===== src/design/qrm_pkg.sv =====
// Shared constants for the quaternion to rotation matrix block.
// Field widths and the layout of the side word that travels along the pipeline.
// No dependencies.
package qrm_pkg;

    localparam int FIELD_W    = 18;                  // width of every input and result field
    localparam int SQ_W       = 2 * FIELD_W;         // exact product of two fields
    localparam int IN_DATA_W  = 4 * FIELD_W;         // w, x, y, z
    localparam int OUT_FIELDS = 9;
    localparam int OUT_DATA_W = ((OUT_FIELDS * FIELD_W + 7) / 8) * 8;

    // Side word layout, lowest bits first: w, x, y, z, mode
    localparam int SIDE_W_LSB = 0;
    localparam int SIDE_X_LSB = FIELD_W;
    localparam int SIDE_Y_LSB = 2 * FIELD_W;
    localparam int SIDE_Z_LSB = 3 * FIELD_W;
    localparam int SIDE_MODE  = 4 * FIELD_W;
    localparam int SIDE_W     = 4 * FIELD_W + 1;

endpackage


===== src/design/qrm_sqrt.sv =====
// Pipelined integer square root, one root bit per stage, floor of the exact root.
// Depends on qrm_pkg.
module qrm_sqrt #(
    parameter int FRAC_BITS = 16
) (
    input  logic                          i_clk,
    input  logic                          i_rst_n,
    input  logic                          i_valid,
    output logic                          o_ready,
    input  logic [2*FRAC_BITS+1:0]        i_rad,
    input  logic [qrm_pkg::SIDE_W-1:0]    i_side,
    output logic                          o_valid,
    input  logic                          i_ready,
    output logic [FRAC_BITS:0]            o_root,
    output logic [qrm_pkg::SIDE_W-1:0]    o_side
);

    localparam int NS   = FRAC_BITS + 1;
    localparam int RW   = 2 * FRAC_BITS + 2;
    localparam int QW   = FRAC_BITS + 1;
    localparam int REMW = FRAC_BITS + 4;

    logic                        r_v    [NS];
    logic [QW-1:0]               r_q    [NS];
    logic [REMW-1:0]             r_rem  [NS];
    logic [RW-1:0]               r_rad  [NS];
    logic [qrm_pkg::SIDE_W-1:0]  r_side [NS];
    logic [NS:0]                 w_rdy;

    assign w_rdy[NS] = i_ready;
    assign o_ready   = w_rdy[0];

    for (genvar j = 0; j < NS; j++) begin : g_stage
        logic                        w_pv;
        logic [QW-1:0]               w_pq;
        logic [REMW-1:0]             w_prem;
        logic [RW-1:0]               w_prad;
        logic [qrm_pkg::SIDE_W-1:0]  w_pside;
        logic [REMW-1:0]             w_cur;
        logic [REMW-1:0]             w_trial;
        logic                        w_ge;
        logic [QW-1:0]               n_q;
        logic [REMW-1:0]             n_rem;
        logic [RW-1:0]               n_rad;

        if (j == 0) begin : g_first
            assign w_pv    = i_valid;
            assign w_pq    = '0;
            assign w_prem  = '0;
            assign w_prad  = i_rad;
            assign w_pside = i_side;
        end else begin : g_next
            assign w_pv    = r_v[j-1];
            assign w_pq    = r_q[j-1];
            assign w_prem  = r_rem[j-1];
            assign w_prad  = r_rad[j-1];
            assign w_pside = r_side[j-1];
        end

        assign w_rdy[j] = !r_v[j] || w_rdy[j+1];

        // bring down the next two radicand bits, try root*4 + 1
        always_comb begin
            w_cur   = {w_prem[REMW-3:0], w_prad[RW-1:RW-2]};
            w_trial = REMW'({w_pq, 2'b01});
            w_ge    = (w_cur >= w_trial);
            n_rem   = w_ge ? (w_cur - w_trial) : w_cur;
            n_q     = {w_pq[QW-2:0], w_ge};
            n_rad   = {w_prad[RW-3:0], 2'b00};
        end

        always_ff @(posedge i_clk) begin
            if (!i_rst_n) begin
                r_v[j] <= 1'b0;
            end else if (w_rdy[j]) begin
                r_v[j] <= w_pv;
            end
        end

        always_ff @(posedge i_clk) begin
            if (w_rdy[j]) begin
                r_q[j]    <= n_q;
                r_rem[j]  <= n_rem;
                r_rad[j]  <= n_rad;
                r_side[j] <= w_pside;
            end
        end
    end

    assign o_valid = r_v[NS-1];
    assign o_root  = r_q[NS-1];
    assign o_side  = r_side[NS-1];

endmodule


===== config.mk =====
export PLATFORM = sky130hd
export DESIGN_NAME = qrm_sqrt
export DESIGN_NICKNAME = d
export VERILOG_FILES = /design/src/design/qrm_pkg.sv /design/src/design/qrm_sqrt.sv
export SDC_FILE = /design/constraint.sdc
export NUM_CORES = 2
export LEC_CHECK = 0
export ABC_AREA = 0
export BUFFER_PORTS_ARGS = -buffer_cell sky130_fd_sc_hd__buf_2
export CAP_MARGIN = 20
export CORE_ASPECT_RATIO = 1.2
export CORE_MARGIN = 5
export CORE_UTILIZATION = 40
export CTS_CLUSTER_DIAMETER = 100
export DETAILED_ROUTE_END_ITERATION = 12
export PLACE_DENSITY_LB_ADDON = 0.12
export SYNTH_ARGS = -nofsm -noshare
export SYNTH_HDL_FRONTEND = slang
export SYNTH_SLANG_ARGS = --single-unit

===== constraint.sdc =====
create_clock -name i_clk -period 10.3 [get_ports i_clk]
set_input_delay 0 -clock i_clk [delete_from_list [all_inputs] [get_ports i_clk]]
set_output_delay 0 -clock i_clk [all_outputs]
set_load 0.1 [all_outputs]

==> summary.md <==
| Metric | Value |
|---|---|
| Comb pwr share | 0.091 |
| Outcome | finished, final reports clean |
| Mapped Cells | around 3,700 |
| Final setup fails | 0 |
| Most frequent cells in the layout | 1,950 x edfxtp_1, 220 x dlygate4sd3_1, 210 x inv_1 |
| Library cells used by synthesis | 79 |
| Grt total ovfl | 0 |
| Fmax | about 170 MHz |
| Kind of end point of the critical path | output pin |
| Startpoint Class | flip-flop |
| CTS sink cnt | about 2,000 |
| R2R Setup Slk | slightly below 5 ns |
| CTS tree | yes |
| Htree depth | 4 |
| Num CTS Buffers | approximately 190 |
| Dpl hpwl | approximately 75 mm |
| Core ar. | between 150,000 and 200,000 um2 |
| Register share of total power | 0.539 |
| Clk_skew | roughly 0.05 ns |
| DR iter-0 viols | between 1,000 and 1,500 |
| Worst EP arrival | approximately 5.8 ns |
| Drt via density | about 4.7 |
| Power per cell area | between 200 and 250 nW/um2 |
| Sw power | 4.19 mW |
| Hold Path Class | input port to flip-flop |
| Share of cells above drive strength 1 | 0.141 |
| Critical path type | flip-flop to output pin |
| Sw Ratio | 0.226 |
| Slowest stage delay, CP | between 0.8 and 0.9 ns |
| CTS clk-pin slew, worst paths | 0.06 ns |
| Endpoints failing hold | 0 |
| Global-route wire length before repair | around 180 mm |
| Hold slack | between 0.09 and 0.1 ns |
| Max-slew headroom | 0.249 |
| Clock share of power | 0.370 |
| Max_cap viols | 0 |
| Final period util | 0.564 |
| Pins over their slew limit | 0 |
| Pint | 14.3 mW |
| Most common cell after layout, fill and taps aside | edfxtp_1 |
| Via count | approximately 32,000 |
| Total Wirelength | about 120 mm |
| Placed cells | 6,175 |
| GR Layer Usage met1 | 0.155 |
| DP Worst Slack | just under 5 ns |
| Count of buffers from port buffering | 202 |
| Mapped Area | ~70,000 um2 |
| Post-route setup slack | 4.49 ns |
| Clock Latency Late Sink | about 0.82 ns |
| CP Max Fanout | 63 |
| Synth Area per Inst | around 19 um2 |
| Largest net degree at the start of global routing | 86 |
| Avg WL per Cell | approximately 17 um |
| Worst Tran Pin Value | around 1.1 ns |
| RSZ-0062 raised after global routing | false |
| Root cell of the clock tree | clkbuf_16 |
| Ports | between 200 and 250 |
| Sequential share of the synthesized area | 0.836 |
| Setup TNS | 0 ns |
| DIE HEIGHT | 468 um |
| Synthesis Warnings | 0 |
| Clk buf depth | 3 |
| Fin cells | 6,742 |
| GRT Overall Usage | 0.130 |
| CP cell instances | nor2b_1 -> and2_1 -> inv_6 -> nor3_1 -> and3_1 -> and3_1 -> and3_1 -> and2_1 -> nand2_4 -> buf_2 |
| Most used flip-flop cell after synthesis | edfxtp_1 |
| Vias in the first global route | around 33,000 |
| Most used routing layer | met2 |
| Period minus WS final | about 5.8 ns |
| Detail Route Antenna Nets | 0 |
| Gpl congestion | between 0.8 and 0.9 |
| Worst vdd ir | around 160 uV |
| DIE WIDTH | 392 um |
| Row cnt | 168 |
| Final nets | about 4,600 |
| Met2 Use GR | 0.231 |
| Lkg Pwr | between 30 and 40 nW |
| DRT Pass-1 Iters | 5 |
| Met3 Track Usage GR | 0.0270 |
| Worst path slowest cell | nor3_1 |
| Die area | 184,000 um2 |
| EDFF count, synth | between 1,500 and 2,000 |
| Most common cell on crit path | and3_1 |
| #FFs+latches synth | around 2,000 |
| Fin util | 0.474 |
| Layout area overhead | 18.0% |
| Async set or reset register ratio after synthesis | 0 |
| Initial antenna violation count | 6 |
| DRC | 0 |
| Synth Net Count | about 4,000 |
| WP data required | 10.30 ns |
| Starting Density | 0.402 |
[area by class of cell]
cell class                 count  area, um2
fill                       14660      91800
sequential                  1951      58600
multi-input combinational   1479      10600
clock buffer                 212       4860
timing repair buffer         450       3440
tap                         2295       2870
clock inverter               133       1430
inverter                     221        872
antenna                        1       2.50
[final timing paths]
| path | start | endpoint | depth (start not counted) |
|---|---|---|---|
| setup / recovery | r_v[16]$_DFF_P_ | o_ready | 10 |
| hold / removal | i_rad[33] | r_rem[0][0]$_DFFE_PP_ | 3 |
| setup reg to reg | r_v[16]$_DFF_P_ | r_rad[0][31]$_DFFE_PP_ | 10 |
| hold reg to reg | r_side[0][536]$_DFFE_PP_ | r_side[0][609]$_DFFE_PP_ | 0 |
[metal layers]
layer  part of all wire  vias to the layer above
met5                  0                        -
met4              0.033                        0
met3              0.039                      250
met2               0.51                      586
met1               0.41                    15314
li1                   -                    15412
[power by group through the flow]
stage / registers, mW / clock network [mW] / logic (mW)
detailed placement: 10.1 / 0 / 1.63
global route: 10.1 / 7.44 / 1.89
floorplan: 10.2 / 0 / 1.15
CTS: 9.99 / 7.13 / 1.70
global placement: 10.1 / 0 / 1.61
finish: 9.98 / 6.86 / 1.69
[cells by family after synthesis]
group / after synthesis / share of synthesized area
DFF: 1951 / 0.836
muxes: 71 / 0.0113
AOI/OAI and AO/OA: 419 / 0.0383
adders and majority gates: 171 / 0.0305
other: 1 / 0.0000535
and+or+nand+nor: 633 / 0.0473
xor gates and xnor gates: 184 / 0.0230
buffers and inverters: 250 / 0.0135
[per-stage QoR]
stage               instance area, um2  power (mW)
floorplan                        70100        11.3
finish                           82700        18.5
CTS                              82600        18.8
detailed placement               74100        11.8
global route                     82700        19.4
global placement                 74100        11.7
[cells in the mapped netlist, drive strengths merged, types with 24 or more instances]
library cell | n | area (um2)
a21o | 32 | 240
a21oi | 119 | 596
and3 | 29 | 181
clkbuf | 24 | 90.1
edfxtp | 1950 | 58600
ha | 171 | 2140
inv | 219 | 822
mux2 | 65 | 732
nand2 | 125 | 469
nand3 | 57 | 285
nor2 | 138 | 518
nor2b | 30 | 188
nor3 | 68 | 352
nor4 | 27 | 190
o21a | 46 | 345
o21ai | 103 | 519
or3 | 32 | 205
xnor2 | 104 | 911
xor2 | 80 | 701
[worst max-delay path, delay by kind of cell, from the launching register on]
family,cells,cell delay [ns]
simple gates,8,3.89
buf+inv,2,0.71
flops,1,0.32
[sequential cells by signal, summed over array words and instances (netlist names)]
name,cells
r_side,1241
r_q,153
r_v,17
r_rad,272
r_rem,268
[what timing repair did]
item | CTS | global route
hold buffers | 220 | 0
gates resized for setup | 0 | 0
buffers inserted | 0 | 0
endpoints found under the hold margin | 166 | 0
Power figures use the tool's default switching activity.
