===== config.mk =====
export PLATFORM = sky130hd
export DESIGN_NAME = qrm_front
export DESIGN_NICKNAME = d
export VERILOG_FILES = /design/src/design/qrm_pkg.sv /design/src/design/qrm_front.sv
export SDC_FILE = /design/constraint.sdc
export NUM_CORES = 2
export LEC_CHECK = 0
export ABC_AREA = 1
export BUFFER_PORTS_ARGS = -buffer_cell sky130_fd_sc_hd__buf_4
export CELL_PAD_IN_SITES_DETAIL_PLACEMENT = 1
export CELL_PAD_IN_SITES_GLOBAL_PLACEMENT = 2
export CORE_MARGIN = 2
export CORE_UTILIZATION = 42
export CTS_CLUSTER_SIZE = 14
export DETAILED_ROUTE_END_ITERATION = 8
export GPL_TIMING_DRIVEN = 0
export HOLD_SLACK_MARGIN = 0.1
export PLACE_DENSITY = 0.82
export SLEW_MARGIN = 10
export SYNTH_ARGS = -nofsm -noshare
export SYNTH_HDL_FRONTEND = slang
export SYNTH_SLANG_ARGS = --single-unit
export TNS_END_PERCENT = 20

===== constraint.sdc =====
create_clock -name i_clk -period 10.3 [get_ports i_clk]
set_clock_uncertainty 0.05 [all_clocks]
set_input_delay 2.06 -clock i_clk [delete_from_list [all_inputs] [get_ports i_clk]]
set_output_delay 2.06 -clock i_clk [all_outputs]
set_load 0.01 [all_outputs]

===== src/design/qrm_pkg.sv =====
// Shared constants for the quaternion to rotation matrix block.
// Field widths and the layout of the side word that travels along the pipeline.
// No dependencies.
package qrm_pkg;

    localparam int FIELD_W    = 18;                  // width of every input and result field
    localparam int SQ_W       = 2 * FIELD_W;         // exact product of two fields
    localparam int IN_DATA_W  = 4 * FIELD_W;         // w, x, y, z
    localparam int OUT_FIELDS = 9;
    localparam int OUT_DATA_W = ((OUT_FIELDS * FIELD_W + 7) / 8) * 8;

    // Side word layout, lowest bits first: w, x, y, z, mode
    localparam int SIDE_W_LSB = 0;
    localparam int SIDE_X_LSB = FIELD_W;
    localparam int SIDE_Y_LSB = 2 * FIELD_W;
    localparam int SIDE_Z_LSB = 3 * FIELD_W;
    localparam int SIDE_MODE  = 4 * FIELD_W;
    localparam int SIDE_W     = 4 * FIELD_W + 1;

endpackage


===== src/design/qrm_front.sv =====
// Front stages: input register, squares of x, y, z, and the clamped radicand 1 - |v|^2.
// Depends on qrm_pkg.
module qrm_front #(
    parameter int FRAC_BITS = 16
) (
    input  logic                          i_clk,
    input  logic                          i_rst_n,
    input  logic                          i_valid,
    output logic                          o_ready,
    input  logic [qrm_pkg::SIDE_W-1:0]    i_side,
    output logic                          o_valid,
    input  logic                          i_ready,
    output logic [2*FRAC_BITS+1:0]        o_rad,
    output logic [qrm_pkg::SIDE_W-1:0]    o_side
);

    localparam int RW   = 2 * FRAC_BITS + 2;
    localparam int SUMW = qrm_pkg::SQ_W + 2;
    localparam int SW   = ((RW > SUMW) ? RW : SUMW) + 1;
    localparam logic signed [SW-1:0] ONE2 = SW'(1) << (2 * FRAC_BITS);

    logic                        r_v1, r_v2, r_v3;
    logic                        w_rdy1, w_rdy2, w_rdy3;
    logic [qrm_pkg::SIDE_W-1:0]  r_side1, r_side2, r_side3;
    logic signed [qrm_pkg::SQ_W-1:0] r_xx, r_yy, r_zz;
    logic signed [qrm_pkg::SQ_W-1:0] n_xx, n_yy, n_zz;
    logic [RW-1:0]               r_rad;
    logic [RW-1:0]               n_rad;
    logic signed [qrm_pkg::FIELD_W-1:0] w_x, w_y, w_z;
    logic signed [SUMW-1:0]      w_sum;
    logic signed [SW-1:0]        w_diff;

    assign w_rdy3  = !r_v3 || i_ready;
    assign w_rdy2  = !r_v2 || w_rdy3;
    assign w_rdy1  = !r_v1 || w_rdy2;
    assign o_ready = w_rdy1;

    assign w_x = $signed(r_side1[qrm_pkg::SIDE_X_LSB +: qrm_pkg::FIELD_W]);
    assign w_y = $signed(r_side1[qrm_pkg::SIDE_Y_LSB +: qrm_pkg::FIELD_W]);
    assign w_z = $signed(r_side1[qrm_pkg::SIDE_Z_LSB +: qrm_pkg::FIELD_W]);

    always_comb begin
        n_xx = w_x * w_x;
        n_yy = w_y * w_y;
        n_zz = w_z * w_z;
    end

    // clamp a negative radicand to zero
    always_comb begin
        w_sum  = SUMW'(r_xx) + SUMW'(r_yy) + SUMW'(r_zz);
        w_diff = ONE2 - SW'(w_sum);
        if (w_diff[SW-1]) begin
            n_rad = '0;
        end else begin
            n_rad = w_diff[RW-1:0];
        end
    end

    always_ff @(posedge i_clk) begin
        if (!i_rst_n) begin
            r_v1 <= 1'b0;
            r_v2 <= 1'b0;
            r_v3 <= 1'b0;
        end else begin
            if (w_rdy1) r_v1 <= i_valid;
            if (w_rdy2) r_v2 <= r_v1;
            if (w_rdy3) r_v3 <= r_v2;
        end
    end

    always_ff @(posedge i_clk) begin
        if (w_rdy1) begin
            r_side1 <= i_side;
        end
        if (w_rdy2) begin
            r_side2 <= r_side1;
            r_xx    <= n_xx;
            r_yy    <= n_yy;
            r_zz    <= n_zz;
        end
        if (w_rdy3) begin
            r_side3 <= r_side2;
            r_rad   <= n_rad;
        end
    end

    assign o_valid = r_v3;
    assign o_rad   = r_rad;
    assign o_side  = r_side3;

endmodule


==> results.json <==
{
  "synth_area_leaders": "fa_1, edfxtp_1, inv_1",
  "cts_buffers": 47,
  "rr_worst_depth": 22,
  "tightestPinTransition_ps": 892.9,
  "grt_pass1_wl_um": 218300,
  "initial_utilization": 0.4225,
  "grt_remaining_overflow": 0,
  "min_to": "o_side[22]$_DFFE_PP_",
  "drc_errors": 0,
  "synth_common_cells": "inv_1, nand2_1, fa_1",
  "regArea_um2": 10720,
  "ys.flop_type": "edfxtp_1",
  "period_needed_ps": 7522,
  "multiInputGateArea_um2": 32300,
  "max_cap_violations": 0,
  "slew_headroom": 0.4047,
  "rows": 126,
  "post-synth-top-count-cell": "inv_1",
  "clk_path_buf_depth": 3,
  "hold_buffers": 0,
  "synth_edf_count": 355,
  "drv_slew": 0,
  "setup_tns_ps": 0,
  "setup_viol": 0,
  "finalNetCount": 6984,
  "die_w_um": 348.2,
  "grt_pass1_vias": 39180,
  "async_flop_share": 0,
  "worstReg2RegEnd": "r_yy[31]$_DFFE_PP_",
  "insertion_delay_ps": 660,
  "drive_gt1_frac": 0.06230,
  "nFillCells": 13619,
  "dieHeight_um": 348.2,
  "dp.cells": 7084,
  "cts_resized": 0,
  "fp.dieArea_um2": 121200,
  "hold_viol": 0,
  "ant_nets": 0,
  "min_path_cells": 0,
  "synth_area_per_cell_um2": 9.286,
  "yosysWarnings": 0,
  "r2r_slack_ps": 2780,
  "io_pins": 186,
  "grt_antenna_before_repair": 0,
  "ys_ff_latch": 358,
  "worstPathArrival_ps": 7850,
  "start_kind": "register",
  "core_area_um2": 117800,
  "rsz0062_at_grt": "false",
  "fmax_mhz": 132.9,
  "cts.sinks": 358,
  "htree_num_levels": 2,
  "post-route-period-util": 0.7303,
  "firstDrtPassIters": 5,
  "timing.final.ws_setup_ps": 2778,
  "place_congestion": 0.8877,
  "status": "finished, final reports clean",
  "synthesis.instances": 5358,
  "wirelength_um": 135900,
  "root_buffer": "clkbuf_16",
  "portBuffers": 185,
  "postCtsSetupBuffers": 0,
  "worstReg2RegStart": "r_side1[39]$_DFFE_PP_",
  "grt_max_degree": 110,
  "synth.distinct_cells": 43,
  "fin_cells": 7171,
  "post-dp-hpwl_um": 116600,
  "viasPerCell": 4.803,
  "crit_required_ps": 10620,
  "wire_per_inst_um": 18.96,
  "ys_seq_area_frac": 0.2155,
  "syn_area_um2": 49760,
  "vias": 34445,
  "worstSetupPathType": "register to register",
  "hold_class": "register to register",
  "yosysTopAreaCell": "fa_1",
  "cts_tree": "built",
  "clk_pin_slew_ps": 60,
  "synth_top_area_frac": 0.3677,
  "hold_start": "r_side2[22]$_DFFE_PP_",
  "dpl_worst_slack_ps": 2748,
  "drtIter0Drc": 1515,
  "crit_fanout": 10,
  "area_growth_pct": 10.21,
  "endpoint_kind": "register",
  "gr-usage-all-layers": 0.2338
}
## placed cells by master, fill, tap and decap left out, types with 4 or more instances in the layout
cell type,instances
o21a_1,5
clkinv_2,5
nand2_2,11
clkbuf_1,87
xnor2_1,47
or2_2,17
a21oi_1,149
clkinv_1,11
nor3_1,20
a31o_2,6
buf_16,4
nor4_1,5
buf_4,185
fa_1,914
a21boi_0,5
inv_2,7
clkbuf_16,47
o21ai_0,57
nor2_2,4
buf_1,30
nand3b_1,8
a21o_1,21
nand2_1,1027
nor2_1,208
xor2_1,88
nand4_1,34
nor2_4,34
and3_1,7
and2_1,8
edfxtp_1,355
clkinvlp_4,6
o211ai_1,4
bufinv_16,7
ha_1,396
inv_1,1662
o21bai_1,22
nand3_1,102
## layout make-up
cell class / count / area share
Antenna cell: 1 / 0.00004563
Buffer: 114 / 0.008693
Clock buffer: 53 / 0.02186
Clock inverter: 33 / 0.007894
Inverter: 1672 / 0.1146
Multi-Input combinational cell: 3215 / 0.5891
Sequential cell: 358 / 0.1955
Tap cell: 1536 / 0.03505
Timing Repair Buffer: 189 / 0.02733
## how the worst max path moves through the flow
| stage | start | endpoint | slack (ps) | cells past startpoint |
|---|---|---|---|---|
| 3_5_place_dp | r_side1[38]$_DFFE_PP_ | r_yy[34]$_DFFE_PP_ | 2750 | 24 |
| 6_report | r_side1[39]$_DFFE_PP_ | r_yy[31]$_DFFE_PP_ | 2780 | 22 |
| 5_1_grt | r_side1[38]$_DFFE_PP_ | r_yy[34]$_DFFE_PP_ | 2330 | 24 |
| 2_1_floorplan | i_ready | r_side2[0]$_DFFE_PP_ | 1600 | 4 |
| 3_3_place_gp | i_ready | r_side2[69]$_DFFE_PP_ | -2560 | 5 |
| 4_1_cts | r_side1[38]$_DFFE_PP_ | r_yy[34]$_DFFE_PP_ | 2660 | 24 |
## critical path, stage by stage, from the launching register on
cell	delay, ps
edfxtp_1	570
clkbuf_1	610
clkbuf_1	660
nand2_1	110
inv_1	150
fa_1	450
fa_1	540
inv_1	70
fa_1	510
fa_1	550
inv_1	80
fa_1	490
inv_1	50
fa_1	480
inv_1	40
ha_1	370
nand2_1	130
nor2_1	350
nand4_1	130
o21ai_0	510
nand2_1	160
nand4_1	110
nand2_1	80
## logic make-up after synthesis
logic type	Yosys count	synth area share
AO/OA/AOI/OAI	277	0.03161
XOR/XNOR	135	0.02376
adder cells (fa/ha/maj)	1310	0.4673
buffers and inverters	1786	0.1357
flip-flops	358	0.2155
other	1	0.00007537
AND/OR/NAND/NOR	1491	0.1261
## metrics by stage
stage	hold WS [ps]	utilization	cell area, µm²
after floorplan	350.3	-	49760
after global placement	350.0	0.4506	53070
after detailed placement	355.2	0.4518	53200
after CTS	369.2	0.4656	54840
after global routing	367.6	0.4656	54840
final	366.9	0.4657	54840
## metal layers
| layer | track usage | vias to the layer above | part of all wire |
|---|---|---|---|
| li1 | - | 16143 | - |
| met5 | 0 | - | 0 |
| met3 | 0.02249 | 131 | 0.033 |
| met1 | 0.3199 | 17631 | 0.46 |
| met2 | 0.4040 | 540 | 0.49 |
| met4 | 0.04877 | 0 | 0.020 |
## flip-flops by register name (all words and copies together) (netlist names)
| signal | flops |
|---|---|
| r_side2 | 73 |
| r_v1 | 1 |
| o_side | 73 |
| r_yy | 34 |
| r_v2 | 1 |
| r_side1 | 73 |
| r_zz | 34 |
| r_xx | 34 |
| o_valid | 1 |
| o_rad | 34 |
Power is left out: the tool's default activity adds up to more than one toggle a clock period on the data nets, which glitch-free logic cannot reach.
